--- src/rtl/mhtm_ram.sv ---
module mhtm_ram #(
	parameter int WIDTH = 8,
	parameter int DEPTH = 16,
	localparam int AW = (DEPTH > 1) ? $clog2(DEPTH) : 1
) (
	input  logic             clk,
	input  logic             we,
	input  logic [AW-1:0]    waddr,
	input  logic [WIDTH-1:0] wdata,
	input  logic [AW-1:0]    raddr,
	output logic [WIDTH-1:0] rdata
);

	logic [WIDTH-1:0] mem [DEPTH];

	always_ff @(posedge clk) begin
		if (we) begin
			mem[waddr] <= wdata;
		end
		rdata <= mem[raddr];
	end

endmodule

--- config.mk ---
export PLATFORM = sky130hd
export DESIGN_NAME = mhtm_ram
export DESIGN_NICKNAME = d
export VERILOG_FILES = /design/src/rtl/mhtm_ram.sv
export SDC_FILE = /design/constraint.sdc
export NUM_CORES = 1
export LEC_CHECK = 0
export BUFFER_PORTS_ARGS = -buffer_cell sky130_fd_sc_hd__buf_4
export CORE_UTILIZATION = 45
export CTS_BUF_LIST = sky130_fd_sc_hd__clkbuf_2 sky130_fd_sc_hd__clkbuf_4 sky130_fd_sc_hd__clkbuf_8
export DETAILED_ROUTE_END_ITERATION = 10
export PLACE_DENSITY = 0.64
export REMOVE_ABC_BUFFERS = 1
export SLEW_MARGIN = 20
export SYNTH_ARGS = -nofsm -noshare
export SYNTH_HDL_FRONTEND = slang
export SYNTH_SLANG_ARGS = --single-unit
export TNS_END_PERCENT = 20
--- constraint.sdc ---
create_clock -name clk -period 3.19 [get_ports clk]
set_input_delay 0.1595 -clock clk [delete_from_list [all_inputs] [get_ports clk]]
set_output_delay 0.1595 -clock clk [all_outputs]
set_load 0.02 [all_outputs]
==> impl_metrics.py <==
metrics = {
    "detailed_routing": {
        "drcViolationCount": 0,
        "drt-vias-per-instance": 5.50,
        "wirelength_mm": 9.52,
        "vias": 2305,
        "ant_nets": 0,
        "wl_per_cell_um": 22.7,
        "drt_iter0_markers": 188,
        "firstDrtPassIters": 5,
    },
    "power_and_ir_drop": {
        "clkPwrFrac_pct": 39.6,
        "p_leak_uw": 0.00194,
        "seq_power_share_pct": 55.0,
        "finalPower_uw": 3650,
        "switching_power_uw": 750,
        "netSwitchingFraction_pct": 20.5,
        "ir_worst_vdd_mv": 0.320,
        "p_comb_share_pct": 5.4,
        "internal_power_uw": 2900,
        "power_density_nw_per_um2": 621,
    },
    "clocking": {
        "root_buffer": "clkbuf_8",
        "numCtsBuffers": 17,
        "cts_setup_buffers": 0,
        "clkTransAtPathRegs_ps": 80,
        "clock-sinks": 136,
        "clk_latency_ps": 430,
        "cts_hold_buf": 0,
        "htree_levels": 4,
        "ctsResizeCount": 0,
        "clock_path_buffers": 2,
        "cts_tree": "done",
    },
    "floorplanning": {
        "core-area_um2": 11000,
        "die_area_um2": 11900,
        "die_y_um": 109,
        "rows": 38,
        "start_util_pct": 46.9,
        "ios": 26,
        "die_w_um": 109,
    },
    "grt": {
        "grt.overflow.total": 0,
        "antenna_found_initial": 0,
        "use_met1_pct": 25.5,
        "grtUsageMet2_pct": 27.4,
        "grtUsageMet3_pct": 5.08,
        "grt_pass1_vias": 2368,
        "grt_pass1_wl_mm": 14.3,
        "busiest_layer": "met2",
        "grt_max_degree": 33,
        "grt_usage_pct": 18.2,
    },
    "sta": {
        "grt_setup_unrepaired": "no",
        "setup_viol": 0,
        "worst_slew_pin_slew_ps": 1010,
        "skew_ps": 11.7,
        "fin_crit_sh_pct": 44.8,
        "fin_tns_setup_ps": 0,
        "clock.fmax_mhz": 699,
        "max_slew_margin_pct": 32.1,
        "hold_viol": 0,
        "period_needed_ps": 1430,
        "slew_violations": 0,
    },
    "placed_design": {
        "place_congestion": 0.739,
        "port_buffers": 25,
        "dpl.hpwl_mm": 5.58,
        "post_dp_cell_area_um2": 5450,
    },
    "setup_path": {
        "path_class": "in -> reg",
        "required_ps": 3240,
        "cp_max_fo": 8,
        "crit_arrival_ps": 1480,
        "start_kind": "primary input",
        "crit_path_end_kind": "flip-flop",
    },
    "synth": {
        "synth_fa_ha_area_share_pct": 0,
        "synth_mux_area_share_pct": 15.0,
        "ys_seq_area_share_pct": 77.8,
        "synthSimpleGateAreaFrac_pct": 3.18,
        "synth_warnings": 0,
        "ys_types": 19,
        "synthTopCellsByArea": "edfxtp_1, mux4_2, mux4_1",
        "synth_compound_area_share_pct": 2.33,
        "synth_cells": 229,
        "ys_seq_elements": 136,
        "synth_top_family_by_area": "multiplexers",
        "yosys.area.top_type_share_pct": 74.7,
        "synth_top_area_cell": "edfxtp_1",
        "synth-xor-area-share_pct": 0,
        "syn_avg_cell_area_um2": 22.5,
        "syn_area_um2": 5150,
    },
    "layout": {
        "diodes": 0,
        "final_cell_area_um2": 5870,
        "nets": 285,
        "drive_above_1_share_pct": 28.3,
        "area_growth_pct": 14.1,
        "fill_cells": 816,
    },
    "job": {
        "cap_violations": 0,
    },
    "hold_path": {
        "hp-class": "in -> reg",
    },
    "outcome": {
        "status": "completed",
    },
}
==> synthesized netlist by cell type <==
cell type	n
edfxtp_1	128
mux4_2	18
a22oi_1	16
mux4_1	14
nor2_1	13
nand2_1	9
dfxtp_1	8
nor3_1	4
buf_2	3
buf_6	3
clkdlybuf4s25_2	3
nand2b_1	2
nand3b_1	2
and2_1	1
and2b_1	1
buf_4	1
nand3_1	1
nor2b_1	1
or3b_2	1
==> per-stage QoR <==
step / util (%) / hold WS [ps] / std cells / setup WS [ps]
6_report: 53.5 / 26.9 / 419 / 1760
5_1_grt: 53.5 / 18.1 / 419 / 1720
4_1_cts: 53.5 / 6.75 / 419 / 1760
3_5_place_dp: 49.7 / 477 / 388 / 1290
3_3_place_gp: 49.7 / 466 / 388 / 1290
2_1_floorplan: - / 258 / 219 / 1540
==> sequential cells by signal (all words and copies together) (netlist names) <==
| name | cells |
|---|---|
| mem | 128 |
| rdata | 8 |
==> area by class of cell <==
cell class | count | area [um2] | area share, %
clock inverter | 11 | 149 | 2.54
multi-input combinational | 83 | 1060 | 18.0
sequential | 136 | 4000 | 68.2
timing repair buffer | 29 | 218 | 3.71
clock buffer | 20 | 269 | 4.58
tap | 140 | 175 | 2.98
==> layer usage <==
layer / wire length, um / share of wire [%]
met1: 4180 / 44
met2: 4670 / 49
met3: 545 / 5.7
met4: 125 / 1.3
met5: 0 / 0
==> power by group through the flow <==
stage	Combinational, uW	Sequential, uW	Clock (uW)
final	197	2010	1440
after global routing	215	2010	1540
after CTS	201	2010	1460
after detailed placement	201	2050	0
after global placement	198	2050	0
after floorplan	80.1	2060	0
==> cell families after synthesis <==
logic type / count (synthesis)
buffers and inverters: 10
multiplexers: 32
flip-flops: 136
AO/OA/AOI/OAI: 16
AND/OR/NAND/NOR: 35
==> path summary, 6_finish.rpt <==
kind,start,endpoint,slack (ps),depth (start not counted)
worst max-delay path,waddr[2],mem[2][7]$_DFFE_PP_,1760,3
worst min-delay path,wdata[1],mem[7][1]$_DFFE_PP_,30,1
worst max register to register,mem[0][2]$_DFFE_PP_,rdata[2]$_DFF_P_,1840,3
worst min register to register,mem[15][1]$_DFFE_PP_,rdata[1]$_DFF_P_,670,3
==> critical path, cell delays in order <==
cell and delay (ps):
buf_4 120, or3b_2 510, nor2_1 690
==> layout by cell type (no fill, tap or decap) <==
cell / n
nand2b_1: 2
nor3_1: 4
mux4_2: 18
clkinv_2: 2
bufinv_16: 3
nand3b_1: 2
and2_1: 1
dfxtp_1: 8
clkinv_4: 3
and2b_1: 1
clkbuf_4: 1
nor2_1: 13
clkbuf_8: 19
nor2b_1: 1
mux4_1: 14
a22oi_1: 16
edfxtp_1: 128
nand2_1: 9
buf_4: 29
nand3_1: 1
clkinvlp_4: 3
or3b_2: 1
(Power assumes the default switching activity.)
